==> src/rtl/hcp_pkg.sv <==
package hcp_pkg;

    localparam int CELLS  = 16;
    localparam int CB     = $clog2(CELLS);
    localparam int PW     = 12;
    localparam int CW     = 12;
    localparam int XW     = PW + 1;
    localparam int PRW    = XW + CW;
    localparam int SUMW   = PRW + 1;
    localparam int MAGW   = SUMW;
    localparam int DW     = 2 * CW + 1;
    localparam int COMPW  = 5;
    localparam int COLW   = 3 * COMPW;
    localparam int AW     = 4;
    localparam int DATAW  = 32;

    localparam logic [1:0] REG_AREA_WIDTH  = 2'd0;
    localparam logic [1:0] REG_AREA_HEIGHT = 2'd1;
    localparam logic [1:0] REG_DARK_CENTRE = 2'd2;

    localparam logic [CW-1:0] AREA_RESET = CW'(128);

    typedef struct packed {
        logic          ovf;
        logic [CB-1:0] q;
    } div_res_t;

    // colour component for cell index k: 31*k/(CELLS-1), selected from constants
    function automatic logic [COMPW-1:0] comp(input logic [CB-1:0] k);
        int v;
        v = 0;
        for (int n = 0; n < CELLS; n++)
        begin
            if (k == CB'(n))
                v = (31 * n) / (CELLS - 1);
        end
        return v[COMPW-1:0];
    endfunction

endpackage

==> src/rtl/hexagon_color_picker_hit_test_unit.sv <==
// channel | handshake                  | payload
// in      | in_valid / in_stall        | pos_x, pos_y
// out     | out_valid / out_stall      | hit, colour
// cfg     | psel penable pwrite pready | paddr, pwdata, prdata
//
// one point per cycle while out is not stalled; each point passes through every stage register before out_valid
// the five face divisions run as two radix-2 steps per stage
// rst_n clears the valid bits and loads the register reset values
// a stall on out freezes each stage holding a transaction with no bubble after it; bubbles still fill
// face constants follow a register write through height_reg, then a_reg, h_reg and r_reg
module hexagon_color_picker_hit_test_unit
(
    input  logic                          clk,
    input  logic                          rst_n,
    input  logic                          in_valid,
    output logic                          in_stall,
    input  logic [hcp_pkg::PW-1:0]        pos_x,
    input  logic [hcp_pkg::PW-1:0]        pos_y,
    output logic                          out_valid,
    input  logic                          out_stall,
    output logic                          hit,
    output logic [hcp_pkg::COLW-1:0]      colour,
    input  logic                          psel,
    input  logic                          penable,
    input  logic                          pwrite,
    input  logic [hcp_pkg::AW-1:0]        paddr,
    input  logic [hcp_pkg::DATAW-1:0]     pwdata,
    output logic [hcp_pkg::DATAW-1:0]     prdata,
    output logic                          pready
);

    localparam int CW = hcp_pkg::CW;
    localparam int XW = hcp_pkg::XW;

    logic [CW-1:0] width_reg;
    logic [CW-1:0] height_reg;
    logic          dark_reg;

    assign pready = 1'b1;

    always_ff @(posedge clk or negedge rst_n)
    begin
        if (!rst_n)
        begin
            width_reg  <= hcp_pkg::AREA_RESET;
            height_reg <= hcp_pkg::AREA_RESET;
            dark_reg   <= 1'b0;
        end
        else if (psel && penable && pwrite)
        begin
            unique case (paddr[3:2])
                hcp_pkg::REG_AREA_WIDTH:  width_reg  <= pwdata[CW-1:0];
                hcp_pkg::REG_AREA_HEIGHT: height_reg <= pwdata[CW-1:0];
                hcp_pkg::REG_DARK_CENTRE: dark_reg   <= pwdata[0];
                default: ;
            endcase
        end
    end

    always_comb
    begin
        unique case (paddr[3:2])
            hcp_pkg::REG_AREA_WIDTH:  prdata = hcp_pkg::DATAW'(width_reg);
            hcp_pkg::REG_AREA_HEIGHT: prdata = hcp_pkg::DATAW'(height_reg);
            hcp_pkg::REG_DARK_CENTRE: prdata = hcp_pkg::DATAW'(dark_reg);
            default:                  prdata = '0;
        endcase
    end

    // face constants: a, h = a/2, r = (17a/10)/2 = 17a/20, all toward zero
    logic signed [CW-1:0] a_c;
    logic signed [CW-1:0] a_plus;
    logic signed [CW-1:0] h_c;
    logic signed [16:0]   t_c;
    logic [15:0]          t_mag;
    logic [30:0]          t_prod;
    logic [12:0]          t_q;
    logic signed [CW-1:0] r_c;
    logic signed [CW-1:0] a_reg;
    logic signed [CW-1:0] h_reg;
    logic signed [CW-1:0] r_reg;

    always_comb
    begin
        a_c    = $signed({1'b0, height_reg[CW-1:1]}) - CW'(2);
        a_plus = a_c + CW'(a_c[CW-1]);
        h_c    = a_plus >>> 1;
        t_c    = (17'(a_c) <<< 4) + 17'(a_c);
        t_mag  = t_c[16] ? 16'(-t_c) : t_c[15:0];
        // divide by 20: shift by two, then times 52429 >> 18 for /5
        t_prod = 31'(t_mag[15:2]) * 31'(52429);
        t_q    = t_prod[30:18];
        r_c    = t_c[16] ? -CW'(t_q) : CW'(t_q);
    end

    always_ff @(posedge clk)
    begin
        a_reg <= a_c;
        h_reg <= h_c;
        r_reg <= r_c;
    end

    logic signed [2*CW-1:0]      rh_c;
    logic signed [2*CW-1:0]      ra_c;
    logic [hcp_pkg::DW-1:0]      d1_reg;
    logic [hcp_pkg::DW-1:0]      d2_reg;
    logic                        rh_neg_reg;
    logic                        rh_zero_reg;
    logic                        ra_neg_reg;
    logic                        ra_zero_reg;

    assign rh_c = (2*CW)'(r_reg) * (2*CW)'(h_reg);
    assign ra_c = (2*CW)'(r_reg) * (2*CW)'(a_reg);

    always_ff @(posedge clk)
    begin
        d1_reg      <= rh_c[2*CW-1] ? hcp_pkg::DW'(-rh_c) << 1 : hcp_pkg::DW'(rh_c) << 1;
        d2_reg      <= ra_c[2*CW-1] ? hcp_pkg::DW'(-ra_c) : hcp_pkg::DW'(ra_c);
        rh_neg_reg  <= rh_c[2*CW-1];
        rh_zero_reg <= (rh_c == '0);
        ra_neg_reg  <= ra_c[2*CW-1];
        ra_zero_reg <= (ra_c == '0);
    end

    // pipeline control
    logic v1_reg, v2_reg, v3_reg, v4_reg, v5_reg, v6_reg;
    logic en1, en2, en3, en4, en5, en6;

    assign en6      = !v6_reg || !out_stall;
    assign en5      = !v5_reg || en6;
    assign en4      = !v4_reg || en5;
    assign en3      = !v3_reg || en4;
    assign en2      = !v2_reg || en3;
    assign en1      = !v1_reg || en2;
    assign in_stall = !en1;

    always_ff @(posedge clk or negedge rst_n)
    begin
        if (!rst_n)
        begin
            v1_reg <= 1'b0;
            v2_reg <= 1'b0;
            v3_reg <= 1'b0;
            v4_reg <= 1'b0;
            v5_reg <= 1'b0;
            v6_reg <= 1'b0;
        end
        else
        begin
            if (en1) v1_reg <= in_valid;
            if (en2) v2_reg <= v1_reg;
            if (en3) v3_reg <= v2_reg;
            if (en4) v4_reg <= v3_reg;
            if (en5) v5_reg <= v4_reg;
            if (en6) v6_reg <= v5_reg;
        end
    end

    // stage 1: move to the widget centre
    logic signed [XW-1:0] x1_reg;
    logic signed [XW-1:0] y1_reg;

    always_ff @(posedge clk)
    begin
        if (en1)
        begin
            x1_reg <= XW'($signed(pos_x)) - $signed({2'b0, width_reg[CW-1:1]});
            y1_reg <= XW'($signed(pos_y)) - $signed({2'b0, height_reg[CW-1:1]});
        end
    end

    // stage 2: products x*h, y*r, x*a
    logic signed [hcp_pkg::PRW-1:0] pa_reg;
    logic signed [hcp_pkg::PRW-1:0] pb_reg;
    logic signed [hcp_pkg::PRW-1:0] pc_reg;

    always_ff @(posedge clk)
    begin
        if (en2)
        begin
            pa_reg <= hcp_pkg::PRW'(x1_reg) * hcp_pkg::PRW'(h_reg);
            pb_reg <= hcp_pkg::PRW'(y1_reg) * hcp_pkg::PRW'(r_reg);
            pc_reg <= hcp_pkg::PRW'(x1_reg) * hcp_pkg::PRW'(a_reg);
        end
    end

    // stage 3: numerator magnitudes and signs
    logic signed [hcp_pkg::SUMW-1:0] s_m;
    logic signed [hcp_pkg::SUMW-1:0] s_p;
    logic signed [hcp_pkg::SUMW-1:0] s_c;
    logic [hcp_pkg::MAGW-1:0]        m1_reg, m2_reg, m3_reg;
    logic                            n1_reg, n2_reg, n3_reg;

    assign s_m = hcp_pkg::SUMW'(pa_reg) - hcp_pkg::SUMW'(pb_reg);
    assign s_p = hcp_pkg::SUMW'(pa_reg) + hcp_pkg::SUMW'(pb_reg);
    assign s_c = hcp_pkg::SUMW'(pc_reg);

    always_ff @(posedge clk)
    begin
        if (en3)
        begin
            m1_reg <= s_m[hcp_pkg::SUMW-1] ? hcp_pkg::MAGW'(-s_m) : hcp_pkg::MAGW'(s_m);
            m2_reg <= s_p[hcp_pkg::SUMW-1] ? hcp_pkg::MAGW'(-s_p) : hcp_pkg::MAGW'(s_p);
            m3_reg <= s_c[hcp_pkg::SUMW-1] ? hcp_pkg::MAGW'(-s_c) : hcp_pkg::MAGW'(s_c);
            n1_reg <= s_m[hcp_pkg::SUMW-1];
            n2_reg <= s_p[hcp_pkg::SUMW-1];
            n3_reg <= s_c[hcp_pkg::SUMW-1];
        end
    end

    // stages 4 and 5: divisions, signs travel alongside
    logic [2:0] sg4_reg, sg5_reg;

    always_ff @(posedge clk)
    begin
        if (en4) sg4_reg <= {n3_reg, n2_reg, n1_reg};
        if (en5) sg5_reg <= sg4_reg;
    end

    hcp_pkg::div_res_t q_red_i, q_red_j, q_c, q_grn_j, q_blu_i;

    hcp_div u_div_red_i (.clk(clk), .en_a(en4), .en_b(en5), .mag(m1_reg), .den(d1_reg),
                         .res(q_red_i));
    hcp_div u_div_red_j (.clk(clk), .en_a(en4), .en_b(en5), .mag(m2_reg), .den(d1_reg),
                         .res(q_red_j));
    // green i and blue j share the magnitude |x*a| / |r*a|
    hcp_div u_div_c     (.clk(clk), .en_a(en4), .en_b(en5), .mag(m3_reg), .den(d2_reg),
                         .res(q_c));
    hcp_div u_div_grn_j (.clk(clk), .en_a(en4), .en_b(en5), .mag(m1_reg), .den(d2_reg),
                         .res(q_grn_j));
    hcp_div u_div_blu_i (.clk(clk), .en_a(en4), .en_b(en5), .mag(m2_reg), .den(d2_reg),
                         .res(q_blu_i));

    // stage 6: face select and colour
    logic                        ok_ri, ok_rj, ok_gi, ok_gj, ok_bi, ok_bj;
    logic                        red_hit, grn_hit, blu_hit, any_hit;
    logic [hcp_pkg::COMPW-1:0]   rc, gc, bc;
    logic [hcp_pkg::COLW-1:0]    col;
    logic [hcp_pkg::COLW-1:0]    colour_next;
    logic                        hit_reg;
    logic [hcp_pkg::COLW-1:0]    colour_reg;

    // a negative quotient is in range only when it truncates to zero
    always_comb
    begin
        ok_ri = !q_red_i.ovf && (q_red_i.q == '0 || !(sg5_reg[0] ^ !rh_neg_reg));
        ok_rj = !q_red_j.ovf && (q_red_j.q == '0 || !(sg5_reg[1] ^ rh_neg_reg));
        ok_gi = !q_c.ovf     && (q_c.q == '0     || !(sg5_reg[2] ^ ra_neg_reg));
        ok_gj = !q_grn_j.ovf && (q_grn_j.q == '0 || !(sg5_reg[0] ^ ra_neg_reg));
        ok_bi = !q_blu_i.ovf && (q_blu_i.q == '0 || !(sg5_reg[1] ^ !ra_neg_reg));
        ok_bj = !q_c.ovf     && (q_c.q == '0     || !(!sg5_reg[2] ^ ra_neg_reg));

        red_hit = !rh_zero_reg && ok_ri && ok_rj;
        grn_hit = !ra_zero_reg && ok_gi && ok_gj;
        blu_hit = !ra_zero_reg && ok_bi && ok_bj;
        any_hit = red_hit || grn_hit || blu_hit;

        rc = '0;
        gc = '0;
        bc = '0;
        if (red_hit)
        begin
            gc = hcp_pkg::comp(q_red_i.q);
            bc = hcp_pkg::comp(q_red_j.q);
        end
        else if (grn_hit)
        begin
            bc = hcp_pkg::comp(q_c.q);
            rc = hcp_pkg::comp(q_grn_j.q);
        end
        else
        begin
            rc = hcp_pkg::comp(q_blu_i.q);
            gc = hcp_pkg::comp(q_c.q);
        end

        col = {bc, gc, rc};
        if (!any_hit)
            colour_next = '0;
        else if (dark_reg)
            colour_next = col;
        else
            colour_next = ~col;
    end

    always_ff @(posedge clk)
    begin
        if (en6)
        begin
            hit_reg    <= any_hit;
            colour_reg <= colour_next;
        end
    end

    assign out_valid = v6_reg;
    assign hit       = hit_reg;
    assign colour    = colour_reg;

endmodule

==> src/rtl/hcp_div.sv <==
module hcp_div
(
    input  logic                       clk,
    input  logic                       en_a,
    input  logic                       en_b,
    input  logic [hcp_pkg::MAGW-1:0]   mag,
    input  logic [hcp_pkg::DW-1:0]     den,
    output hcp_pkg::div_res_t          res
);

    localparam int NW = hcp_pkg::MAGW + hcp_pkg::CB;
    localparam int RW = hcp_pkg::DW + 1;
    localparam int SA = (hcp_pkg::CB + 1) / 2;

    logic [NW-1:0]            num;
    logic [RW-1:0]            rem_a;
    logic [hcp_pkg::CB-1:0]   q_a;
    logic                     ovf_a;
    logic [RW-1:0]            rem_reg;
    logic [hcp_pkg::CB-1:0]   q_reg;
    logic [hcp_pkg::CB-1:0]   nlow_reg;
    logic                     ovf_reg;
    logic [hcp_pkg::DW-1:0]   den_reg;
    logic [RW-1:0]            rem_b;
    logic [hcp_pkg::CB-1:0]   q_b;
    hcp_pkg::div_res_t        res_reg;

    // quotient reaches CELLS exactly when mag >= den
    always_comb
    begin
        num   = NW'(mag) * NW'(hcp_pkg::CELLS);
        ovf_a = (NW'(mag) >= NW'(den));
        rem_a = RW'(num >> hcp_pkg::CB);
        q_a   = '0;
        for (int k = 0; k < SA; k++)
        begin
            rem_a = {rem_a[RW-2:0], num[hcp_pkg::CB-1-k]};
            if (rem_a >= RW'(den))
            begin
                rem_a = rem_a - RW'(den);
                q_a[hcp_pkg::CB-1-k] = 1'b1;
            end
        end
    end

    always_ff @(posedge clk)
    begin
        if (en_a)
        begin
            rem_reg  <= rem_a;
            q_reg    <= q_a;
            nlow_reg <= num[hcp_pkg::CB-1:0];
            ovf_reg  <= ovf_a;
            den_reg  <= den;
        end
    end

    always_comb
    begin
        rem_b = rem_reg;
        q_b   = q_reg;
        for (int k = SA; k < hcp_pkg::CB; k++)
        begin
            rem_b = {rem_b[RW-2:0], nlow_reg[hcp_pkg::CB-1-k]};
            if (rem_b >= RW'(den_reg))
            begin
                rem_b = rem_b - RW'(den_reg);
                q_b[hcp_pkg::CB-1-k] = 1'b1;
            end
        end
    end

    always_ff @(posedge clk)
    begin
        if (en_b)
        begin
            res_reg.ovf <= ovf_reg;
            res_reg.q   <= q_b;
        end
    end

    assign res = res_reg;

endmodule
==> config.mk <==
export PLATFORM = sky130hd
export DESIGN_NAME = hexagon_color_picker_hit_test_unit
export DESIGN_NICKNAME = d
export VERILOG_FILES = /design/src/rtl/hcp_pkg.sv /design/src/rtl/hexagon_color_picker_hit_test_unit.sv /design/src/rtl/hcp_div.sv
export SDC_FILE = /design/constraint.sdc
export NUM_CORES = 2
export LEC_CHECK = 0
export BUFFER_PORTS_ARGS = -buffer_cell sky130_fd_sc_hd__clkbuf_2
export CAP_MARGIN = 5
export CORE_AREA = 3 3 330 494
export DETAILED_ROUTE_END_ITERATION = 16
export DIE_AREA = 0 0 333 497
export GPL_TIMING_DRIVEN = 0
export PLACE_DENSITY_LB_ADDON = 0.25
export SYNTH_ARGS = -nofsm -noshare
export SYNTH_HDL_FRONTEND = slang
export SYNTH_SLANG_ARGS = --single-unit
==> constraint.sdc <==
create_clock -name clk -period 15.67 [get_ports clk]
set_input_delay 3.134 -clock clk [delete_from_list [all_inputs] [get_ports clk]]
set_output_delay 3.134 -clock clk [all_outputs]
set_load 0.1 [all_outputs]
; Word level (Yosys, flattened, before mapping)
; Index checks and enable logic that the tools add are counted.
[op_classes]
n_bitwise = 7
reduce_logical = 63
muxes = 115
addsub = 29
multipliers = 6
eq_ne = 77
n_lt_le_gt_ge = 25
[op_table]
columns = cell, n
row1 = $ge 26x25->1, 25
row2 = $mux 25, 17
row3 = $mux 5, 76
row4 = $sub 25x25->25, 15
row5 = $eq 4x4->1 const B, 40
row6 = $eq 4x3->1 const B, 20
row7 = $neg 26->26, 2
row8 = $mul 13x12->25, 2
row9 = $logic_not 24->1, 2
row10 = $mux 24, 2
row11 = $eq 4x2->1 const B, 10
row12 = $pmux 12 s3, 1
row13 = $mul 14x16->30 const B, 1
row14 = $add 24x25->26, 1
row15 = $neg 25->26, 1
row16 = $sub 12x12->13, 2
row17 = $sub 24x25->26, 1
row18 = $neg 24->25, 1
row19 = $logic_not 1->1, 24
row20 = $mul 12x12->24, 1
row21 = $mul 13x11->24, 1
row22 = $neg 23->24, 1
row23 = $mul 12x11->23, 1
row24 = $mux 23, 1
row25 = 20 further kinds, 74
[word_totals]
reg_bits = 538
inputBits = 67
word_cells = 402

; Longest topological paths before layout
[depth]
depth_word = 20
depth_mapped = 40
ltp_nobuf = 40

; Cells and area by module
; From an unflattened synthesis, not the netlist that was laid out.
[unflattened]
hier_cells = 9219
area_unflattened_um2 = 83951.8
[modules_own_cells]
columns = module, area_each_um2, n_inst, seq_area_each_um2, cells_per_inst
row1 = hexagon_color_picker_hit_test_unit, 47733.3, 1, 8605.8, 5036
row2 = hcp_div at u_div_blu_i ..., 7179.4, 4, 1741.7, 829
row3 = hcp_div at u_div_grn_j, 7500.9, 1, 1741.7, 867

; Least setup slack after synthesis
; No wires, ideal clock.
[synth_timing]
path_kind = register to register
start = register height_reg[4]
end = register r_reg[11]
period_less_slack_ps = 8967
t_arrival_ps = 8846
path_stages_with_launch = 36
setup_ps = 121
slack_ps = 6703
required_time_ps = 15549
path_cell_list = dfrtp_1 -> or4_4 -> nor2_1 -> xnor2_1 -> ha_1 -> a21o_1 -> a21oi_1 -> o31ai_1 -> a2111oi_0 -> nor2_2 -> mux2i_2 -> a2111oi_4 -> inv_1 -> ha_1 -> inv_1 -> fa_1 -> inv_1 -> fa_1 -> fa_1 -> inv_1 -> fa_1 -> inv_1 -> fa_1 -> inv_1 -> ha_1 -> a21oi_1 -> o21ai_0 -> a21oi_1 -> nor3b_1 -> a211oi_1 -> and4_4 -> o41ai_2 -> o21bai_1 -> xor2_1 -> o21ai_0 -> xnor2_1
[synth_between]
elab_chain_cells = 7
[synth_rtl]
columns = element, line
row1 = start: declaration, hexagon_color_picker_hit_test_unit.sv:36  ; logic [CW-1:0] height_reg;
row2 = start signal: assignment, hexagon_color_picker_hit_test_unit.sv:46  ; height_reg <= hcp_pkg::AREA_RESET;
row3 = start signal: assignment, hexagon_color_picker_hit_test_unit.sv:53  ; hcp_pkg::REG_AREA_HEIGHT: height_reg <= pwdata[CW-1:0];
row4 = $sub 11x2->12 *, hexagon_color_picker_hit_test_unit.sv:85  ; a_c = $signed({1'b0, height_reg[CW-1:1]}) - CW'(2);
row5 = net a_c[6], hexagon_color_picker_hit_test_unit.sv:71  ; logic signed [CW-1:0] a_c;
row6 = $add 16x12->17 *, hexagon_color_picker_hit_test_unit.sv:88  ; t_c = (17'(a_c) <<< 4) + 17'(a_c);
row7 = $neg 16->16, hexagon_color_picker_hit_test_unit.sv:89  ; t_mag = t_c[16] ? 16'(-t_c) : t_c[15:0];
row8 = $mux 16, hexagon_color_picker_hit_test_unit.sv:89
row9 = $mul 14x16->30, hexagon_color_picker_hit_test_unit.sv:91  ; t_prod = 31'(t_mag[15:2]) * 31'(52429);
row10 = $neg 12->12, hexagon_color_picker_hit_test_unit.sv:93  ; r_c = t_c[16] ? -CW'(t_q) : CW'(t_q);
row11 = $mux 12 *, hexagon_color_picker_hit_test_unit.sv:93
row12 = net r_c[11], hexagon_color_picker_hit_test_unit.sv:78  ; logic signed [CW-1:0] r_c;
row13 = end signal: assignment, hexagon_color_picker_hit_test_unit.sv:100  ; r_reg <= r_c;
row14 = end: declaration, hexagon_color_picker_hit_test_unit.sv:81  ; logic signed [CW-1:0] r_reg;
; Mark *: on every way through the listed nets, which the timed path passes. The rest lies on a longest branch.
; A chain may end at the register's enable or synchronous reset.

; Worst setup path after layout
[layout_timing]
start = register height_reg[2]
end = register r_reg[10]
; Same word-level chain as after synthesis.

==> impl_metrics.json <==
{
  "synth_edf_count": 414,
  "vias": 63500,
  "clkTransAtPathRegs_ns": 0.07,
  "slew_headroom": 0.193,
  "layout.nets": 10800,
  "ctsResizeCount": 0,
  "rsz0062_at_grt": "false",
  "tns_ns": 0,
  "cts_hold_buf": 0,
  "slew_viol_final": 0,
  "final_layout_size_suffix_gt1_frac": 0.0541,
  "worstMarginPinSlew_ns": 1.20,
  "synth-warning-count": 0,
  "totalWireLength_mm": 242,
  "path_buf_inv": 9,
  "antenna_found_initial": 4,
  "die_h_um": 497,
  "ant_nets": 0,
  "num_rows": 179,
  "clockBufferDepth": 3,
  "arrival_ns": 11.38,
  "fmax_mhz": 93.2,
  "yosys_register_bits": 533,
  "clock_sinks": 533,
  "wire_per_inst_um": 21.9,
  "maxCapViolations": 0,
  "synthCells": 8717,
  "drt_iter0_markers": 3803,
  "die_x_um": 333,
  "synth_top_cell_area_share": 0.193,
  "nFillCells": 14600,
  "die_area_um2": 166000,
  "cts_tree": "done",
  "cts_buffers": 57,
  "synthArstFlopShare": 0.0582,
  "startpoint_type": "flop",
  "synth.avg_cell_area_um2": 9.10,
  "crit_required_ns": 16.31,
  "ys.flop_type": "edfxtp_1",
  "hpwl_mm": 200,
  "gp_congestion": 0.983,
  "coreArea_um2": 159000,
  "h-tree-depth": 2,
  "grt_overflow_total": 0,
  "syn2layout_area_growth_pct": 6.50,
  "io_pins": 118,
  "synth_seq_area_share": 0.189,
  "cp_common_cell": "inv_1",
  "slowest_stage": "fa_1",
  "path_class": "reg -> reg",
  "grt_pass1_vias": 65900,
  "yosysTopAreaCell": "fa_1",
  "cts-root-buf": "clkbuf_16",
  "fin_util": 0.531,
  "remaining_drc_errors": 0,
  "netlist_top_cells_area": "fa_1 19%, ha_1 17%, edfxtp_1 16%",
  "grt_pass1_wl_mm": 372,
  "finalCritPeriodShare": 0.685,
  "end_kind": "flop",
  "period_minus_slack_ns": 10.73,
  "ys_types": 109,
  "grt_start_max_net_pins": 75,
  "skew_ns": 0.0692,
  "hold_class": "reg -> reg",
  "first_pass_iters": 5,
  "grt_use_total": 0.291,
  "clock_latency_ns": 0.74,
  "viasPerCell": 5.77,
  "max_stage_delay_ns": 0.64,
  "cp_max_fo": 12,
  "io_buffer_count": 72,
  "setup_viol": 0,
  "syn-cell-area_um2": 79300,
  "worst_path_dominant_cell_family": "adder cells",
  "start_util": 0.499,
  "finalHoldViolations": 0,
  "status": "completed",
  "postCtsSetupBuffers": 0
}
## path summary, 6_finish.rpt
| check | to | cells past startpoint | startpoint | slack (ns) |
|---|---|---|---|---|
| max | r_reg[10] | 35 | height_reg[2] | 4.94 |
| min | u_div_grn_j.res[3] | 0 | u_div_grn_j.q_reg[3] | 0.42 |
| max reg2reg | r_reg[10] | 35 | height_reg[2] | 4.94 |
| min reg2reg | u_div_grn_j.res[3] | 0 | u_div_grn_j.q_reg[3] | 0.42 |
| max in group asynchronous | width_reg[5] | 1 | rst_n | 12.33 |
| min in group asynchronous | v1_reg | 1 | rst_n | 2.63 |
## routing by layer
metal	vias to the layer above	track usage	routed length [um]
met5	-	0	13
met4	2	0.243	25000
met3	816	0.0346	12400
met2	2131	0.509	117000
met1	30700	0.313	87000
li1	29800	-	-
## worst register-to-register path: cells and delay by family, from the launching register on
family,cells,cell delay (ns)
AND/OR/NAND/NOR,6,1.52
flip-flops,1,0.58
XOR/XNOR,2,0.39
AO/OA/AOI/OAI,8,2.03
adder cells (fa/ha/maj),9,4.06
buffers and inverters,9,1.91
multiplexers,1,0.19
## stage by stage
step	std cells	hold slack [ns]	instance area, um^2	setup WS [ns]
2_1_floorplan	8739	0.400	79400	6.70
3_3_place_gp	10900	0.403	82400	5.04
3_5_place_dp	10900	0.405	82500	4.90
4_1_cts	11000	0.420	84500	4.89
5_1_grt	11000	0.427	84500	4.17
6_report	11000	0.416	84500	4.94
## layout make-up
cell class | count | area (um^2) | area share
Inverter | 1176 | 4420 | 0.0523
Antenna cell | 4 | 10.0 | 0.000119
Buffer | 263 | 1100 | 0.0131
Multi-Input combinational cell | 6767 | 58900 | 0.698
Tap cell | 2081 | 2600 | 0.0308
Timing Repair Buffer | 77 | 498 | 0.00590
Clock buffer | 83 | 1710 | 0.0202
Sequential cell | 533 | 15000 | 0.177
Clock inverter | 25 | 226 | 0.00268
## cells in the final DEF (no fill, tap or decap), types with 160 or more instances in the layout
master	count
inv_1	1171
ha_1	1055
nand2_1	842
fa_1	765
a21oi_1	466
o21ai_0	442
xnor2_1	422
nor2_1	420
edfxtp_1	414
and2_1	313
a21o_1	239
clkbuf_1	226
xor2_1	201
mux2_2	171
nand2b_1	160
## Yosys cell counts, drive strengths merged, types with 11 or more instances
| library cell | n |
|---|---|
| nand2b | 161 |
| or4 | 14 |
| mux2 | 172 |
| o22ai | 12 |
| o31ai | 53 |
| clkbuf | 215 |
| nor2 | 421 |
| nor2b | 83 |
| nor3 | 124 |
| nand4 | 80 |
| inv | 1174 |
| nor4 | 31 |
| a21oi | 467 |
| o21ai | 447 |
| or3 | 40 |
| a211o | 11 |
| dfrtp | 29 |
| a31oi | 61 |
| xor2 | 201 |
| o211ai | 23 |
| or2 | 40 |
| mux2i | 33 |
| nand2 | 844 |
| a211oi | 38 |
| a2111oi | 22 |
| dfxtp | 88 |
| o21a | 82 |
| a31o | 14 |
| xnor2 | 425 |
| ha | 1055 |
| buf | 48 |
| a221o | 11 |
| nand3 | 109 |
| edfxtp | 414 |
| and4 | 13 |
| and2 | 313 |
| fa | 765 |
| o21bai | 64 |
| o41ai | 22 |
| and3 | 54 |
| a21o | 239 |
| a21boi | 51 |
## cells by family (layout without fill, tap and decap cells)
group,Yosys count,count (layout),synth area share
adder cells (fa/ha/maj),1820,1820,0.360
AO/OA/AOI/OAI,1720,1720,0.138
flip-flops,533,533,0.189
XOR/XNOR,626,626,0.0697
multiplexers,205,205,0.0286
buffers and inverters,1439,1624,0.0696
AND/OR/NAND/NOR,2372,2372,0.146
other,2,28,0.0000947
Power is not shown: default switching activity piles up to over one toggle a cycle in this logic, so the estimate is an artifact.
